===== src/hdl/plc_div.sv =====
// Pipelined restoring divider: one quotient bit per stage, magnitudes only.
`default_nettype none
module plc_div #(
    parameter int NumW = 33,
    parameter int DenW = 17,
    parameter int TagW = 1
) (
    input  wire logic            aclk,
    input  wire logic            en,
    input  wire logic [NumW-1:0] num,
    input  wire logic [DenW-1:0] den,
    input  wire logic [TagW-1:0] tag_in,
    output logic      [NumW-1:0] quo,
    output logic      [TagW-1:0] tag_out
);
    logic [NumW-1:0] q_reg   [NumW+1];
    logic [DenW:0]   r_reg   [NumW+1];
    logic [DenW-1:0] d_reg   [NumW+1];
    logic [TagW-1:0] t_reg   [NumW+1];

    always_comb begin
        q_reg[0] = num;
        r_reg[0] = '0;
        d_reg[0] = den;
        t_reg[0] = tag_in;
    end

    for (genvar k = 0; k < NumW; k++) begin : g_st
        logic [DenW:0]   trial;
        logic [DenW+1:0] diff;
        assign trial = {r_reg[k][DenW-1:0], q_reg[k][NumW-1]};
        assign diff  = {1'b0, trial} - {2'b00, d_reg[k]};
        always_ff @(posedge aclk) begin
            if (en) begin
                if (!diff[DenW+1]) begin
                    r_reg[k+1] <= diff[DenW:0];
                end else begin
                    r_reg[k+1] <= trial;
                end
                q_reg[k+1] <= {q_reg[k][NumW-2:0], ~diff[DenW+1]};
                d_reg[k+1] <= d_reg[k];
                t_reg[k+1] <= t_reg[k];
            end
        end
    end

    assign quo     = q_reg[NumW];
    assign tag_out = t_reg[NumW];
endmodule
`default_nettype wire


===== config.mk =====
export PLATFORM = sky130hd
export DESIGN_NAME = plc_div
export DESIGN_NICKNAME = d
export VERILOG_FILES = /design/src/hdl/plc_div.sv
export SDC_FILE = /design/constraint.sdc
export NUM_CORES = 2
export LEC_CHECK = 0
export BUFFER_PORTS_ARGS = -buffer_cell sky130_fd_sc_hd__clkbuf_2
export CORE_UTILIZATION = 35
export CTS_CLUSTER_SIZE = 20
export DETAILED_ROUTE_END_ITERATION = 16
export PLACE_DENSITY_LB_ADDON = 0.08
export SETUP_SLACK_MARGIN = 0.1
export SLEW_MARGIN = 10
export SYNTH_ARGS = -nofsm -noshare
export SYNTH_HDL_FRONTEND = slang
export SYNTH_SLANG_ARGS = --single-unit
export TNS_END_PERCENT = 50

===== constraint.sdc =====
create_clock -name aclk -period 3.4 [get_ports aclk]
set_clock_uncertainty 0.05 [all_clocks]
set_input_delay 1.02 -clock aclk [delete_from_list [all_inputs] [get_ports aclk]]
set_output_delay 1.02 -clock aclk [all_outputs]
set_load 0.005 [all_outputs]

==> out/results.ini <==
[global_route]
overflow = 0
grt_pass1_wl_mm = 321
grt_max_degree = 111
first_global_vias = 56999
track_usage = 0.140
antenna_found_initial = 1

[floorplan]
die_x_um = 536
core_um2 = 283000
top_level_ports = 87
initial_core_util = 0.353
die-area_um2 = 288000
rows = 195
die_y_um = 536

[run]
maxCapViolCount = 0

[yosys]
synth-async-reset-ratio = 0
ys_seq_area_frac = 0.664
netlist_instances = 7151
synth-seq-cells = 2210
synth_edf_count = 2210
yosys_warnings = 0
synth_cell_types = 93
postSynthAreaPerCell_um2 = 14.0
syn_area_um2 = 100000
synth_flop_cell = edfxtp_1

[setup_path]
critPathRequiredTime_ns = 3.96
r2r-start = g_st[28].trial[0]$_DFFE_PP_
path_class = register to register
start_kind = register
path_max_fanout = 5
crit_arrival_ns = 3.78
startpoint = g_st[28].trial[0]$_DFFE_PP_
r2r_setup_slack_ns = 0.18
cp-end-kind = register

[placed_design]
placedCellCount = 11027
post-dp-hpwl_mm = 143
routabilityCongestion = 0.863
io_buffers = 86
place_area_um2 = 107000

[detailed_routing]
dr.pass1.iters = 5
drt-wirelength-per-cell_um = 17.8
postRouteWirelength_mm = 205
vias = 56260
drt_iter0_markers = 3261
ant_nets = 0
drc = 0
via_per_inst = 4.89

[final_layout]
fin_nets = 8193
drive_gt1_frac = 0.130
finalInstanceArea_um2 = 116000
fin_cells = 11503
synthToLayoutAreaGrowth_pct = 15.6
largest_reg_flops = 1024
final_cell_mix = edfxtp_1, inv_1, ha_1
final_common_cell = edfxtp_1

[timing]
max-slew-margin-rel = 0.268
fmax_ghz = 0.311
period_share = 0.947
slew_violations = 0
rsz0062_at_grt = yes
setup-violations-final = 0
hold_viol = 0
tns_ns = 0
period_needed_ns = 3.22
tightest_slew_ns = 1.07

[pwr]
leakage_nw = 44.8
finalPower_mw = 105
irDropWorstVdd_mv = 0.413
powerDensity_nw_per_um2 = 912

[clocking]
hold_buffers = 0
clockBufferDepth = 4
cts_sinks = 2210
cts_buffers = 266
cts_max_level = 5
clkLatencyLatePin_ns = 0.88
path_clk_slew_ns = 0.06
cts_tree = yes
cts-root-buf = clkbuf_16

[min_path]
holdCritStartpoint = num[3]
holdCritPathClass = input port to register

[outcome]
status = completed

[where the power goes]
part	internal [mW]	switching [mW]	total, mW	leakage, nW
combinational	17.1	20.2	37.3	19.1
sequential	37.2	2.97	40.2	21.6
clock	16.4	11.4	27.9	4.12
[metal layers]
metal,routed length [um],track usage,vias to the layer above,share of wire
met5,0,0,-,0
met1,92500,0.182,27417,0.45
met3,6490,0.0183,387,0.032
li1,-,-,27595,-
met2,98900,0.238,861,0.48
met4,7100,0.0545,0,0.035
[cell usage after synthesis (all sizes together) (22+ instances only)]
library cell / count / area share
nand3: 88 / 0.0044
nand2: 393 / 0.015
a31oi: 65 / 0.0043
buf: 86 / 0.0056
mux2i: 32 / 0.0032
mux2: 223 / 0.025
a21oi: 462 / 0.023
inv: 727 / 0.027
xor2: 134 / 0.012
edfxtp: 2210 / 0.66
o31ai: 67 / 0.0058
fa: 31 / 0.0062
a2111oi: 34 / 0.0031
nand4: 29 / 0.0018
nor2b: 102 / 0.0064
xnor2: 236 / 0.021
nor2: 316 / 0.012
a311oi: 22 / 0.0019
o21a: 78 / 0.0059
a31o: 24 / 0.0021
a211o: 33 / 0.0029
ha: 545 / 0.068
o211ai: 23 / 0.0017
a21o: 239 / 0.018
o21bai: 48 / 0.0038
clkbuf: 78 / 0.0029
o21ai: 331 / 0.017
nand2b: 44 / 0.0028
and3: 54 / 0.0034
a211oi: 75 / 0.0058
nor3: 69 / 0.0035
[cells by family (layout without fill, tap and decap cells)]
logic type / Yosys count / in the layout / synth area share
xor gates and xnor gates: 370 / 370 / 0.0324
and+or+nand+nor: 1182 / 1182 / 0.0549
muxes: 255 / 255 / 0.0286
AOI/OAI and AO/OA: 1665 / 1665 / 0.110
adders and majority gates: 576 / 576 / 0.0744
DFF: 2210 / 2210 / 0.664
other: 1 / 8 / 0.0000375
buffers and inverters: 892 / 1494 / 0.0359
[per-stage QoR]
| stage | hold slack (ns) | utilization | setup slack [ns] |
|---|---|---|---|
| after floorplan | 0.350 | - | 0.334 |
| after global placement | 0.351 | 0.377 | -0.145 |
| after detailed placement | 0.355 | 0.377 | -0.0901 |
| after CTS | 0.179 | 0.407 | 0.0788 |
| after global routing | 0.225 | 0.408 | 0.0267 |
| final | 0.278 | 0.408 | 0.181 |
[path summary, 6_finish.rpt]
path	to	cells past startpoint
worst max-delay path	g_st[29].trial[2]$_DFFE_PP_	11
worst min-delay path	q_reg[1060]$_DFFE_PP_	1
worst max register to register	g_st[29].trial[2]$_DFFE_PP_	11
worst min register to register	q_reg[149]$_DFFE_PP_	0
[critical path: stages, from the launching register on]
cell and delay (ns):
edfxtp_1 0.38, inv_1 0.07, ha_1 0.16, inv_1 0.05, fa_1 0.40, a21oi_1 0.22
o21ai_1 0.20, a31oi_2 0.38, o21ai_0 0.23, a41oi_2 0.26, buf_4 0.21, mux2_2 0.35
[repair_timing]
action | CTS | global route
cloned | 0 | 2
setup endpoints to repair | 48 | 227
buffers inserted | 1 | 9
gates resized for setup | 4 | 53
pin swaps | 1 | 18
[area by class of cell]
class | instances | area (um2)
Multi-Input combinational cell | 4055 | 30400
Clock buffer | 330 | 6920
Inverter | 728 | 2730
Antenna cell | 1 | 2.50
Tap cell | 3743 | 4680
Fill cell | 26072 | 168000
Timing Repair Buffer | 303 | 2910
Sequential cell | 2210 | 66400
Clock inverter | 133 | 1580
Note: power is estimated with default switching activity, not from simulation.
